### config.mk
export PLATFORM = sky130hd
export DESIGN_NAME = next_fit_slot_allocator_core_flat
export DESIGN_NICKNAME = d
export VERILOG_FILES = /design/src/hdl/nfsa_pkg.sv /design/src/hdl/nfsa_if.sv /design/src/hdl/next_fit_slot_allocator_core.sv /design/src/hdl/nfsa_slot_map.sv /design/src/flat_wrapper.sv
export SDC_FILE = /design/constraint.sdc
export NUM_CORES = 1
export LEC_CHECK = 0
export BUFFER_PORTS_ARGS = -buffer_cell sky130_fd_sc_hd__buf_2
export CAP_MARGIN = 20
export CORE_AREA = 2 2 98 100
export DETAILED_ROUTE_END_ITERATION = 6
export DIE_AREA = 0 0 100 102
export SLEW_MARGIN = 10
export SYNTH_ARGS = -nofsm -noshare
export SYNTH_HDL_FRONTEND = slang
export SYNTH_SLANG_ARGS = --single-unit
### constraint.sdc
create_clock -name clock -period 6.7 [get_ports clock]
set_input_delay 0 -clock clock [delete_from_list [all_inputs] [get_ports clock]]
set_output_delay 0 -clock clock [all_outputs]
set_load 0.05 [all_outputs]
### src/hdl/nfsa_pkg.sv
// Shared constants, request codes and control types of the next-fit slot allocator.
// No dependencies; every other file imports it.
package nfsa_pkg;

   localparam int SLOT_COUNT_DEF = 32;

   localparam int REQ_TYPE_W = 2;
   localparam int SLOT_IDX_W = 5;
   localparam int USED_CNT_W = 6;

   localparam logic [REQ_TYPE_W-1:0] REQ_ALLOC = 2'd0;
   localparam logic [REQ_TYPE_W-1:0] REQ_FREE  = 2'd1;
   localparam logic [REQ_TYPE_W-1:0] REQ_QUERY = 2'd2;

   localparam logic STATUS_OK   = 1'b0;
   localparam logic STATUS_FULL = 1'b1;

   // write command to the slot map
   typedef struct packed {
      logic en;
      logic set;
   } map_wr_type;

endpackage

### src/hdl/nfsa_if.sv
// Request and response channel interfaces of the next-fit slot allocator.
// Depends on nfsa_pkg for the field widths.
interface nfsa_req_if import nfsa_pkg::*; ();
   logic                  valid;
   logic                  ready;
   logic [REQ_TYPE_W-1:0] req_type;
   logic [SLOT_IDX_W-1:0] slot_index;

   modport source (output valid, req_type, slot_index, input ready);
   modport sink   (input valid, req_type, slot_index, output ready);
endinterface

interface nfsa_rsp_if import nfsa_pkg::*; ();
   logic                  valid;
   logic                  ready;
   logic                  status;
   logic [SLOT_IDX_W-1:0] granted_slot;
   logic                  slot_used;
   logic [USED_CNT_W-1:0] used_count;

   modport source (output valid, status, granted_slot, slot_used, used_count, input ready);
   modport sink   (input valid, status, granted_slot, slot_used, used_count, output ready);
endinterface

### src/hdl/next_fit_slot_allocator_core.sv
// Next-fit slot allocator: request sequencer, search hint, used counter and
// response register. Depends on nfsa_pkg, nfsa_if.sv and nfsa_slot_map.
//
// Usage:
//   req_ch carries one request item (allocate, free or query); rsp_ch returns
//   exactly one response item per request, in order. Items move when valid
//   and ready are both high at a rising clock edge.
//   The block takes one request at a time. After acceptance the sequencer
//   inspects one slot bit per cycle through the single port of the slot map:
//   free, query and unused codes look only at the addressed slot, while an
//   allocate walks from the search hint until it finds a free slot or has
//   inspected every slot (the table is full). The response is valid the
//   cycle after the last work cycle, and req_ch.ready returns then.
//   The response sits in an output register; the next request is accepted
//   while it waits. If the receiver stalls and the register is still full
//   when the following request finishes, the sequencer holds in its last
//   work cycle without changing any state until the register frees up.
//   Synchronous reset frees every slot at once, clears the hint and the used
//   count and drops any pending response.
module next_fit_slot_allocator_core import nfsa_pkg::*; #(
   parameter int SLOT_COUNT = SLOT_COUNT_DEF
) (
   input  logic clock,
   input  logic reset,
   nfsa_req_if.sink   req_ch,
   nfsa_rsp_if.source rsp_ch
);

   localparam int IDX_W  = $clog2(SLOT_COUNT);
   localparam int CNT_W  = $clog2(SLOT_COUNT + 1);
   localparam int WIDE_W = (CNT_W > SLOT_IDX_W) ? CNT_W : SLOT_IDX_W;
   localparam logic [IDX_W-1:0] LAST_IDX = IDX_W'(SLOT_COUNT - 1);

   typedef enum logic {ST_IDLE, ST_WORK} state_type;

   state_type             state_ff, state_in;
   logic [REQ_TYPE_W-1:0] op_ff, op_in;
   logic                  in_range_ff, in_range_in;
   logic [IDX_W-1:0]      pos_ff, pos_in;
   logic [IDX_W-1:0]      steps_ff, steps_in;
   logic [IDX_W-1:0]      hint_ff, hint_in;
   logic [CNT_W-1:0]      used_total_ff, used_total_in;

   logic                  rsp_valid_ff, rsp_valid_in;
   logic                  rsp_status_ff, rsp_status_in;
   logic [SLOT_IDX_W-1:0] rsp_granted_ff, rsp_granted_in;
   logic                  rsp_used_ff, rsp_used_in;
   logic [USED_CNT_W-1:0] rsp_count_ff, rsp_count_in;

   map_wr_type            map_wr;
   logic                  map_rd_bit;
   logic                  rsp_free;
   logic                  commit;

   nfsa_slot_map #(.SLOT_COUNT(SLOT_COUNT)) u_slot_map (
      .clock  (clock),
      .reset  (reset),
      .addr   (pos_ff),
      .wr     (map_wr),
      .rd_bit (map_rd_bit)
   );

   assign rsp_free     = !rsp_valid_ff || rsp_ch.ready;
   assign req_ch.ready = (state_ff == ST_IDLE);

   always_comb begin
      logic             finish;
      logic             res_status;
      logic             res_used;
      logic [IDX_W-1:0] res_grant;
      logic             wr_en;
      logic             wr_set;
      logic [IDX_W-1:0] next_pos;
      logic [CNT_W-1:0] total_after;
      logic [IDX_W-1:0] hint_after;

      state_in       = state_ff;
      op_in          = op_ff;
      in_range_in    = in_range_ff;
      pos_in         = pos_ff;
      steps_in       = steps_ff;
      hint_in        = hint_ff;
      used_total_in  = used_total_ff;
      rsp_valid_in   = rsp_valid_ff && !rsp_ch.ready;
      rsp_status_in  = rsp_status_ff;
      rsp_granted_in = rsp_granted_ff;
      rsp_used_in    = rsp_used_ff;
      rsp_count_in   = rsp_count_ff;
      map_wr         = '0;
      commit         = 1'b0;

      finish      = 1'b1;
      res_status  = STATUS_OK;
      res_used    = 1'b0;
      res_grant   = '0;
      wr_en       = 1'b0;
      wr_set      = 1'b0;
      next_pos    = (pos_ff == LAST_IDX) ? '0 : pos_ff + 1'b1;
      total_after = used_total_ff;
      hint_after  = hint_ff;

      case (state_ff)
         ST_IDLE: begin
            if (req_ch.valid) begin
               op_in       = req_ch.req_type;
               in_range_in = WIDE_W'(req_ch.slot_index) < WIDE_W'(SLOT_COUNT);
               pos_in      = (req_ch.req_type == REQ_ALLOC) ? hint_ff
                                                            : IDX_W'(req_ch.slot_index);
               steps_in    = '0;
               state_in    = ST_WORK;
            end
         end
         ST_WORK: begin
            case (op_ff)
               REQ_ALLOC: begin
                  if (!map_rd_bit) begin
                     res_grant   = pos_ff;
                     wr_en       = 1'b1;
                     wr_set      = 1'b1;
                     total_after = used_total_ff + 1'b1;
                     hint_after  = next_pos;
                  end else if (steps_ff == LAST_IDX) begin
                     res_status = STATUS_FULL;
                  end else begin
                     finish = 1'b0;
                  end
               end
               REQ_FREE: begin
                  if (in_range_ff && map_rd_bit) begin
                     res_used = 1'b1;
                     wr_en    = 1'b1;
                     wr_set   = 1'b0;
                     if (used_total_ff != '0) begin
                        total_after = used_total_ff - 1'b1;
                     end
                  end
               end
               REQ_QUERY: begin
                  res_used = in_range_ff && map_rd_bit;
               end
               default: ;
            endcase

            if (!finish) begin
               // advance the scan one slot
               pos_in   = next_pos;
               steps_in = steps_ff + 1'b1;
            end else if (rsp_free) begin
               commit         = 1'b1;
               map_wr.en      = wr_en;
               map_wr.set     = wr_set;
               used_total_in  = total_after;
               hint_in        = hint_after;
               rsp_valid_in   = 1'b1;
               rsp_status_in  = res_status;
               rsp_granted_in = SLOT_IDX_W'(res_grant);
               rsp_used_in    = res_used;
               rsp_count_in   = USED_CNT_W'(total_after);
               state_in       = ST_IDLE;
            end
            // otherwise hold until the response register drains
         end
         default: begin
            state_in = ST_IDLE;
         end
      endcase
   end

   always_ff @(posedge clock) begin
      if (reset) begin
         state_ff      <= ST_IDLE;
         hint_ff       <= '0;
         used_total_ff <= '0;
         rsp_valid_ff  <= 1'b0;
      end else begin
         state_ff      <= state_in;
         hint_ff       <= hint_in;
         used_total_ff <= used_total_in;
         rsp_valid_ff  <= rsp_valid_in;
      end
      op_ff          <= op_in;
      in_range_ff    <= in_range_in;
      pos_ff         <= pos_in;
      steps_ff       <= steps_in;
      rsp_status_ff  <= rsp_status_in;
      rsp_granted_ff <= rsp_granted_in;
      rsp_used_ff    <= rsp_used_in;
      rsp_count_ff   <= rsp_count_in;
   end

   assign rsp_ch.valid        = rsp_valid_ff;
   assign rsp_ch.status       = rsp_status_ff;
   assign rsp_ch.granted_slot = rsp_granted_ff;
   assign rsp_ch.slot_used    = rsp_used_ff;
   assign rsp_ch.used_count   = rsp_count_ff;

   a_count_bound: assert property (@(posedge clock) disable iff (reset)
      used_total_ff <= CNT_W'(SLOT_COUNT))
      else $error("used count exceeds table size");

   a_hint_bound: assert property (@(posedge clock) disable iff (reset)
      hint_ff <= LAST_IDX)
      else $error("search hint outside table");

   a_busy_after_accept: assert property (@(posedge clock) disable iff (reset)
      (req_ch.valid && req_ch.ready) |=> !req_ch.ready)
      else $error("request accepted while previous item still in work");

   a_full_means_all_used: assert property (@(posedge clock) disable iff (reset)
      (rsp_ch.valid && rsp_ch.status == STATUS_FULL) |->
         rsp_ch.used_count == USED_CNT_W'(SLOT_COUNT))
      else $error("full status reported with free slots left");

   a_commit_done: assert property (@(posedge clock) disable iff (reset)
      commit |=> rsp_ch.valid && req_ch.ready)
      else $error("finished item did not reach the response register");

endmodule

### src/hdl/nfsa_slot_map.sv
// Used/free bitmap of the slot table: one flop per slot, cleared by reset,
// one shared address for the read and the write. Depends on nfsa_pkg.
module nfsa_slot_map import nfsa_pkg::*; #(
   parameter int SLOT_COUNT = SLOT_COUNT_DEF,
   localparam int IDX_W = $clog2(SLOT_COUNT)
) (
   input  logic             clock,
   input  logic             reset,
   input  logic [IDX_W-1:0] addr,
   input  map_wr_type       wr,
   output logic             rd_bit
);

   logic [SLOT_COUNT-1:0] used_ff;
   logic [SLOT_COUNT-1:0] used_in;

   always_comb begin
      used_in = used_ff;
      if (wr.en) begin
         used_in[addr] = wr.set;
      end
   end

   always_ff @(posedge clock) begin
      if (reset) begin
         used_ff <= '0;
      end else begin
         used_ff <= used_in;
      end
   end

   assign rd_bit = used_ff[addr];

endmodule

### src/flat_wrapper.sv
// flat-port wrapper written by rule: the top's interface ports become plain ports
module next_fit_slot_allocator_core_flat import nfsa_pkg::*;
#(
   parameter int SLOT_COUNT = SLOT_COUNT_DEF
)
  (clock, reset, req_ch_valid, req_ch_req_type, req_ch_slot_index, req_ch_ready, rsp_ch_valid, rsp_ch_status, rsp_ch_granted_slot, rsp_ch_slot_used, rsp_ch_used_count, rsp_ch_ready);
  nfsa_req_if req_ch_i ();
  nfsa_rsp_if rsp_ch_i ();
  input  logic clock;
  input  logic reset;
  input wire logic [$bits(req_ch_i.valid)-1:0] req_ch_valid;
  input wire logic [$bits(req_ch_i.req_type)-1:0] req_ch_req_type;
  input wire logic [$bits(req_ch_i.slot_index)-1:0] req_ch_slot_index;
  output wire logic [$bits(req_ch_i.ready)-1:0] req_ch_ready;
  output wire logic [$bits(rsp_ch_i.valid)-1:0] rsp_ch_valid;
  output wire logic [$bits(rsp_ch_i.status)-1:0] rsp_ch_status;
  output wire logic [$bits(rsp_ch_i.granted_slot)-1:0] rsp_ch_granted_slot;
  output wire logic [$bits(rsp_ch_i.slot_used)-1:0] rsp_ch_slot_used;
  output wire logic [$bits(rsp_ch_i.used_count)-1:0] rsp_ch_used_count;
  input wire logic [$bits(rsp_ch_i.ready)-1:0] rsp_ch_ready;
  assign req_ch_i.valid = req_ch_valid;
  assign req_ch_i.req_type = req_ch_req_type;
  assign req_ch_i.slot_index = req_ch_slot_index;
  assign req_ch_ready = req_ch_i.ready;
  assign rsp_ch_valid = rsp_ch_i.valid;
  assign rsp_ch_status = rsp_ch_i.status;
  assign rsp_ch_granted_slot = rsp_ch_i.granted_slot;
  assign rsp_ch_slot_used = rsp_ch_i.slot_used;
  assign rsp_ch_used_count = rsp_ch_i.used_count;
  assign rsp_ch_i.ready = rsp_ch_ready;
  next_fit_slot_allocator_core #(.SLOT_COUNT(SLOT_COUNT)) u_core (.clock(clock), .reset(reset), .req_ch(req_ch_i), .rsp_ch(rsp_ch_i));
endmodule
# Yosys cells after proc, flatten, opt, wreduce, memory -nomap -nowiden
# Index checks and enable logic that the tools add are counted.
# Widths: inputs -> output; s select.
[op_classes] addsub=4 order_cmp=2 n_eq_ne=6 n_mux=36 bitwise_logic=3 n_reduce_logical=14
[op_table] op="$bwmux 32" n=1
[op_table] op="$mux 5" n=6
[op_table] op="$pmux 5 s2" n=2
[op_table] op="$mux 6" n=3
[op_table] op="$mux 1" n=15
[op_table] op="$pmux 6 s2" n=1
[op_table] op="$add 5x1->5 const B" n=2
[op_table] op="$eq 5x5->1 const B" n=2
[op_table] op="$add 6x1->6 const B" n=1
[op_table] op="$lt 5x6->1 const B" n=1
[op_table] op="$mux 2" n=3
[op_table] op="$pmux 1 s2" n=3
[op_table] op="$reduce_and 2->1" n=3
[op_table] op="$reduce_bool 6->1" n=1
[op_table] op="$sub 6x1->6 const B" n=1
[op_table] op="$bmux 1 s5" n=1
[op_table] op="$demux 1 s5" n=1
[op_table] op="$ge 5x1->1 const B" n=1
[op_table] op="$reduce_and 5->1" n=1
[op_table] op="$logic_not 2->1" n=2
[op_table] op="$ne 2x2->1 const B" n=2
[op_table] op="$not 1->1" n=3
[op_table] op="$reduce_and 3->1" n=1
[op_table] op="$eq 2x1->1 const B" n=1
[op_table] op="other kinds (5)" n=7
[word_totals] register_bits=70 out_inout_bits=15

# Logic depth before layout (Yosys ltp)
# Gate-level depths: netlist of the first run.
[depth] depth_word=8 depth_mapped=11

# Cells and area by module
# Synthesis of the first run repeated with hierarchy kept, for this count alone.
[hier_totals] hier_cells=425 area_unflattened_um2=3856.2
[by_module_without_submodules] module="next_fit_slot_allocator_core" instances=1 cells_per_inst=188 area_each_um2=2013.2 seq_area_each_um2=1011.0
[by_module_without_submodules] module="nfsa_slot_map" instances=1 cells_per_inst=237 area_each_um2=1843.0 seq_area_each_um2=640.6

# Worst setup path after synthesis of the first run
# OpenSTA, ideal clock, no wires.
[synth_path] path_type="reg2reg" start="register u_core.pos_ff[2]" end="register u_core.pos_ff[0] (enable)" setup_time_ps=379 t_arrival_ps=2381 required_time_ps=6321 path_slack_ps=3940 path_stages_with_launch=10 n_path_buf=3 synth_period_minus_slack_ps=2760 path_cell_list="edfxtp_1 -> buf_2 -> or3b_1 -> o32ai_1 -> nor3b_2 -> o21ai_2 -> buf_2 -> buf_2 -> nand2_1 -> o21bai_1"
[synth_via] elab_chain_len=7
[synth_lines] item="from (decl)" line="next_fit_slot_allocator_core.sv:39" text="logic [IDX_W-1:0] pos_ff, pos_in;"
[synth_lines] item="from (signal assigned)" line="next_fit_slot_allocator_core.sv:183" text="pos_ff <= pos_in;"
[synth_lines] item="$bmux 1 s5" line="nfsa_slot_map.sv:32" text="assign rd_bit = used_ff[addr];"
[synth_lines] item="$mux 1 (not written as such)" line="nfsa_slot_map.sv:32"
[synth_lines] item="$mux 1" line="next_fit_slot_allocator_core.sv:116" text="if (!map_rd_bit) begin"
[synth_lines] item="$mux 1" line="next_fit_slot_allocator_core.sv:114" text="case (op_ff)"
[synth_lines] item="$mux 1" line="next_fit_slot_allocator_core.sv:102" text="case (state_ff)"
[synth_lines] item="$ne 2x2->1 (no source line)"
[synth_lines] item="$reduce_and 2->1 (no source line)"
# Every way passes these cells. The select of a mux whose other input is x is not followed.
# A chain may end at the register's enable or synchronous reset.

# Worst setup path after layout of the first run
[layout_path] start="register u_core.pos_ff[1]" end="register u_core.used_total_ff[3]"
[layout_via] elab_chain_len=6 word_cells_on_any_way=9 cone_classes="8 x mux; 1 x reduce/logical"
[layout_lines] item="$bmux 1 s5 *" line="nfsa_slot_map.sv:32"
[layout_lines] item="$mux 1 (not written as such) *" line="nfsa_slot_map.sv:32"
[layout_lines] item="$mux 1" line="next_fit_slot_allocator_core.sv:116"
[layout_lines] item="$mux 1" line="next_fit_slot_allocator_core.sv:114"
[layout_lines] item="$mux 1" line="next_fit_slot_allocator_core.sv:102"
[layout_lines] item="$reduce_and 3->1 (no source line)"
[layout_lines] item="to (signal assigned)" line="next_fit_slot_allocator_core.sv:178" text="used_total_ff <= used_total_in;"
[layout_lines] item="to (decl)" line="next_fit_slot_allocator_core.sv:42" text="logic [CNT_W-1:0] used_total_ff, used_total_in;"
# Every way passes the cells marked *; elsewhere a longest branch is shown, timed or not. The select of a mux whose other input is x is not followed.

==> impl_metrics.csv, run 1 <==
group,metric,value,unit
flow_run,drv_cap,0,
pwr,power_density,240,mW/mm2
detailed_routing,vias,2909,
clock_tree,cts_made_buffers,9,
placed_design,place_congestion,0.812,
clock_tree,clock_sinks,70,
critical_path,critPathBufInv,1,
layout,nets,412,
timing,fmax,299,MHz
layout,diodes,0,
synthesis,yosysSeqAreaShare,46.7,%
outcome,status,"completed",
clock_tree,cts_setup_buffers,0,
timing,rsz0062_at_grt,"false",
floorplanning,core_area,0.00911,mm2
timing,skew,9.54,ps
clock_tree,clk_latency,350,ps
floorplanning,dieHeight,102,um
timing,worstMarginPinSlew,947,ps
clock_tree,htree_num_levels,3,
critical_path,cp_top_family,"compound AO/OA/AOI/OAI gates",
timing,period_needed,3350,ps
clock_tree,cts_tree,"done",
timing,post-route-period-util,50.0,%
synthesis,syn_area_per_cell,9.68,um2
hold_path,hold_path.class,"input pin to register",
detailed_routing,drt-pass1-iter-count,5,
critical_path,slowest_stage,"edfxtp_1",
placed_design,io_buffer_count,25,
synthesis,synth_cells,365,
layout,multiInputGateArea,0.00174,mm2
clock_tree,cts.clk_slew.worst_paths,80,ps
clock_tree,root_buffer,"clkbuf_8",
critical_path,critPathKind,"register to register",
layout,drive_above_1_share,14.0,%
synthesis,yosysTopAreaCellShare,25.5,%
detailed_routing,wire_per_inst,16.6,um
critical_path,cp-start-kind,"register",
critical_path,crit_path_cell_trace,"mux2_1, a221oi_1, nor3b_2, o21ai_2, buf_4, a21oi_4, nor2_1, a2111oi_2",
timing,final.setup.worst_slack,3350,ps
synthesis,ys_types,54,
critical_path,cp.arrival,3610,ps
global_routing,grt_usage,17.7,%
critical_path,critPathMaxFanout,30,
synthesis,synthArstFlopShare,0,%
clock_tree,cts_max_path_buffers,2,
floorplanning,initial_core_util,38.8,%
critical_path,worstPathRequired,6960,ps
floorplanning,num_rows,35,
detailed_routing,totalWireLength,8360,um
synthesis,ys_ff_latch,70,
global_routing,grt.overflow.total,0,
synthesis,synth_ff_type,"dfxtp_1",
layout,final_common_cell,"o21ai_0",
placed_design,hpwl,5490,um
synthesis,synth.area.top_cells,"dfxtp_1 25%, edfxtp_1 21%, o21ai_0 9.6%",
placed_design,preCtsSetupSlack,3340,ps
timing,hold_viol_final,0,
synthesis,synth_edf_count,25,
detailed_routing,initialDrtViolationCount,215,
floorplanning,die_area,0.0102,mm2
synthesis,synth_top_cell_by_area,"dfxtp_1",
timing,fin_setup_tns,0,ps
detailed_routing,ant_nets,0,
pwr,p_leak,0.00141,uW
timing,relSlewSlack,36.7,%
global_routing,grt_max_degree,31,
synthesis,synth_area,0.00353,mm2
floorplanning,die_w,100,um
global_routing,antenna_found_initial,0,
pwr,irDropWorstVdd,0.107,mV
detailed_routing,drc,0,
global_routing,grt_pass1_wl,14100,um
detailed_routing,vias_per_cell,5.76,
layout,area_growth,11.6,%
synthesis,yosysWarnings,0,
timing,setup-violations-final,0,
layout,regArea,0.00165,mm2
layout,num-fill-cells,896,
global_routing,grt_pass1_vias,2828,
layout,mostFrequentLayoutCells,"68 x o21ai_0, 45 x dfxtp_1, 26 x nand2_1",
timing,maxSlewViolCount,0,
critical_path,cp-end-kind,"register",
floorplanning,io_pins,26,
critical_path,critPathMaxStageDelay,940,ps
synthesis,synthesis.nets,388,
metrics by stage:
stage                     instances  cell area (um2)  hold WS [ps]  total power, uW  utilization, %
after detailed placement        484             3710           195              619            40.7
final                           505             3950          15.3              946            43.3
after global routing            505             3950          29.3              991            43.3
after global placement          484             3710           194              616            40.7
after floorplan                 365             3530          98.9              587               -
after CTS                       505             3950          5.90              954            43.3
layout make-up:
cell class	count	share of cell area [%]
multi-input cells	266	44.2
flip-flops and latches	70	41.9
repair buffers	31	4.63
well taps	111	3.52
clock buffers	9	3.14
clock inverters	7	1.65
inverters	11	1.05
power by group:
part / internal [uW] / total, uW / switching, uW / leakage, uW
clock network: 169 / 334 / 165 / 0.0000964
logic: 40.6 / 131 / 90.5 / 0.000704
registers: 459 / 481 / 22.1 / 0.000606
cell usage after synthesis, drive strengths merged, types with 4 or more instances:
cell type  count
a31oi          5
edfxtp        25
clkbuf        10
dfxtp         45
inv           11
buf            8
a21oi         14
nor2b          7
nor2          23
nand2         26
ha            12
mux2i         14
o21ai         72
nand2b         7
and2           8
a41oi          4
mux2           4
a311oi         5
nand3         15
nor3           9
sequential cells by signal, summed over array words and instances (netlist names):
| signal | flops |
|---|---|
| u_core.hint_ff | 5 |
| u_core.op_ff | 2 |
| u_core.pos_ff | 5 |
| u_core.rsp_ch.granted_slot | 5 |
| u_core.rsp_ch.slot_used | 1 |
| u_core.rsp_ch.status | 1 |
| u_core.rsp_ch.used_count | 6 |
| u_core.rsp_ch.valid | 1 |
| u_core.state_ff | 1 |
| u_core.steps_ff | 5 |
| u_core.u_slot_map.used_ff | 32 |
| u_core.used_total_ff | 6 |
what timing repair did:
item | CTS | global route
endpoints found under the setup margin | 0 | 0
hold buffers | 5 | 0
endpoints found under the hold margin | 5 | 0
gates resized for setup | 0 | 0
path summary, 6_finish.rpt:
| path | slack, ps | start | cells past startpoint | end |
|---|---|---|---|---|
| worst max-delay path | 3350 | u_core.pos_ff[1] | 8 | u_core.used_total_ff[3] |
| worst min-delay path | 20 | req_ch_slot_index[2] | 3 | u_core.pos_ff[2] |
| worst max register to register | 3350 | u_core.pos_ff[1] | 8 | u_core.used_total_ff[3] |
| worst min register to register | 460 | u_core.hint_ff[4] | 2 | u_core.hint_ff[4] |
worst reg2reg max path, delay by kind of cell (launching register included):
kind	cells	cell delay [ps]
flip-flops	1	940
AO/OA/AOI/OAI	4	1310
buffers and inverters	1	240
AND/OR/NAND/NOR	2	390
multiplexers	1	390
kinds of logic after synthesis:
logic type / synth area share [%]
xor+xnor: 0.991
buf+inv: 3.96
simple gates: 15.8
flops: 46.7
fa+ha+maj: 4.25
mux: 6.51
compound gates: 21.8
metal layers:
metal	track usage (%)	share of wire (%)	vias to the layer above
li1	-	-	1394
met1	23.5	47	1413
met2	28.2	48	92
met3	3.83	4.5	10
met4	7.17	1.3	0
met5	0	0	-
(Power assumes the default switching activity.)
==> run 2: changes to the inputs <==
- ABC_AREA: not set -> 1
- CORE_AREA: 2 2 98 100 -> 2 2 108 110
- DIE_AREA: 0 0 100 102 -> 0 0 110 112
- clock period: 6.7 -> 3.3 ns (I/O delays scaled with it)
==> run 2 against run 1 <==
  * First-iteration DRC count fell by 21%
  * Worst hold slack gained 15 ps
  * Routed wire length rose by 15%
  * Maximum frequency is 18% higher
  * Final area rose by 22%
  * Critical path depth increased by 5
  * Critical path type unchanged
  * Critical endpoint is now u_core.u_slot_map.used_ff[25]
==> impl_metrics.csv, run 2 <==
group,metric,value,unit
layout,diodes,0,
synthesis,ys_ff_latch,70,
timing,worstMarginPinSlew,794,ps
synthesis,synth_top_cell_by_area,"dfxtp_1",
floorplanning,num_rows,39,
synthesis,synth.area.top_cells,"dfxtp_1 21%, edfxtp_1 17%, nand2_1 14%",
critical_path,r2r_end,"u_core.u_slot_map.used_ff[25]",
timing,hold_viol_final,0,
synthesis,yosysTopAreaCellShare,20.7,%
placed_design,placed_area,0.00446,mm2
synthesis,synth_ff_type,"dfxtp_1",
timing,skew,6.63,ps
timing,fin_setup_tns,0,ps
layout,area_growth,11.0,%
critical_path,r2r_slack,460,ps
clock_tree,root_buffer,"clkbuf_16",
clock_tree,cts_max_path_buffers,2,
detailed_routing,totalWireLength,9570,um
floorplanning,dieHeight,112,um
hold_path,hold-path-cell-count,3,
clock_tree,cts_tree,"done",
pwr,irDropWorstVdd,0.227,mV
detailed_routing,drt-met1-wl,4560,um
critical_path,critPathKind,"register to register",
global_routing,grt_pass1_wl,16300,um
pwr,p_leak,0.00229,uW
critical_path,r2r_cells,13,
layout,mostFrequentLayoutCells,"164 x nand2_1, 123 x nor2_1, 68 x inv_1",
floorplanning,die_area,0.0123,mm2
outcome,status,"completed",
detailed_routing,maxUsedRoutingLayer,"met4",
detailed_routing,drt-pass1-iter-count,5,
synthesis,ys_types,36,
critical_path,startpoint,"u_core.pos_ff[0]",
synthesis,synthArstFlopShare,0,%
critical_path,cp.arrival,3120,ps
detailed_routing,wire_per_inst,12.4,um
global_routing,grt.overflow.total,0,
critical_path,worstPathRequired,3570,ps
global_routing,grt_pass1_vias,3447,
synthesis,synth_edf_count,25,
floorplanning,initial_core_util,39.0,%
timing,setup-violations-final,0,
placed_design,io_buffer_count,25,
synthesis,synth_cells,602,
critical_path,cp-end-kind,"register",
flow_run,drv_cap,0,
critical_path,worstSetupEndpoint,"u_core.u_slot_map.used_ff[25]",
timing,post-route-period-util,86.1,%
timing,maxSlewViolCount,0,
timing,rsz0062_at_grt,"false",
synthesis,yosysSeqAreaShare,37.9,%
clock_tree,cts_made_buffers,9,
floorplanning,io_pins,26,
detailed_routing,initialDrtViolationCount,170,
pwr,power_density,504,mW/mm2
detailed_routing,drc,0,
clock_tree,cts.clk_slew.worst_paths,60,ps
layout,num-fill-cells,1146,
layout,final_area,0.00483,mm2
clock_tree,clock_sinks,70,
layout,largest_reg_flops,32,
detailed_routing,wl_met2,4350,um
synthesis,syn_area_per_cell,7.23,um2
detailed_routing,ant_nets,0,
detailed_routing,vias,3712,
detailed_routing,wl_met3,474,um
global_routing,grt_max_degree,46,
floorplanning,core_area,0.0112,mm2
detailed_routing,vias_per_cell,4.81,
clock_tree,clk_latency,340,ps
clock_tree,cts_setup_buffers,0,
layout,final_common_cell,"nand2_1",
clock_tree,htree_num_levels,3,
placed_design,hpwl,6670,um
critical_path,timing.rr.start,"u_core.pos_ff[0]",
hold_path,hold_path.class,"input pin to register",
floorplanning,die_w,110,um
global_routing,grt_usage,16.9,%
timing,period_needed,2840,ps
layout,nets,646,
critical_path,cp-start-kind,"register",
critical_path,critPathMaxFanout,38,
timing,fmax,352,MHz
placed_design,place_congestion,0.857,
synthesis,synthesis.nets,625,
synthesis,yosysWarnings,0,
layout,top_register,"u_core.u_slot_map.used_ff",
timing,relSlewSlack,47.1,%
synthesis,yosysMostFrequentCell,"nand2_1",
synthesis,synth_common_cells,"164 x nand2_1, 123 x nor2_1, 68 x inv_1, 45 x dfxtp_1, 36 x nand3_1",
layout,drive_above_1_share,15.3,%
synthesis,synth_area,0.00435,mm2
global_routing,antenna_found_initial,0,
==> run 2: where the power goes <==
group          total, uW  internal, uW  switching, uW
Clock               1000           632            372
Combinational        449           120            330
Sequential           982           942           39.3
==> run 2: metal layers <==
metal  track usage, %  up-vias
met3             3.45       14
met4             8.52        0
met2             25.4       89
met5                0        -
li1                 -     1921
met1             22.9     1688
==> run 2: repair_timing <==
item / CTS / global route
hold endpoints to repair: 5 / 0
gates resized for setup: 0 / 0
hold buffers: 5 / 0
==> run 2: cell families (layout without fill, tap and decap cells) <==
kind of cell,count (synthesis),in the layout,synth area share (%)
AND/OR/NAND/NOR,385,385,41.4
AO/OA/AOI/OAI,32,32,4.02
XOR/XNOR,6,6,1.21
buffers and inverters,97,123,12.0
flip-flops,70,70,37.9
adder cells (fa/ha/maj),12,12,3.45
==> run 2: worst max-delay path, cell delays in order (launching register included) <==
cell and delay, ps:
edfxtp_1 710, inv_8 260, nand2_1 90, nand3_1 70, nand2_1 60, nand2_1 50
nand2_1 100, nor2_4 140, nand2_4 160, nor2_8 180, nand2_4 80, inv_2 490
nand4_1 200, a21oi_1 160
==> run 2: layout make-up <==
| class | instances | area, um2 | area share [%] |
|---|---|---|---|
| well taps | 143 | 179 | 3.70 |
| inverters | 74 | 293 | 6.06 |
| clock inverters | 6 | 67.6 | 1.40 |
| repair buffers | 33 | 210 | 4.35 |
| clock buffers | 10 | 250 | 5.18 |
| flip-flops and latches | 70 | 1650 | 34.2 |
| multi-input cells | 435 | 2180 | 45.1 |
==> run 2: worst min path at each step <==
stage	startpoint	end	slack [ps]
floorplan	reset	u_core.u_slot_map.used_ff[25]	70
global placement	req_ch_req_type[1]	u_core.op_ff[1]	200
detailed placement	req_ch_req_type[1]	u_core.op_ff[1]	200
CTS	req_ch_slot_index[4]	u_core.pos_ff[4]	20
global route	req_ch_slot_index[4]	u_core.pos_ff[4]	30
finish	req_ch_slot_index[4]	u_core.pos_ff[4]	30
==> run 2: through the flow <==
stage,power (uW),setup WS (ps),hold slack [ps],util (%),std cells
2_1_floorplan,1380,1080,69.1,-,602
3_5_place_dp,1440,502,198,40.0,750
6_report,2440,459,30.0,43.2,771
4_1_cts,2470,474,16.9,43.2,771
5_1_grt,2550,128,31.4,43.2,771
3_3_place_gp,1430,539,196,40.0,750
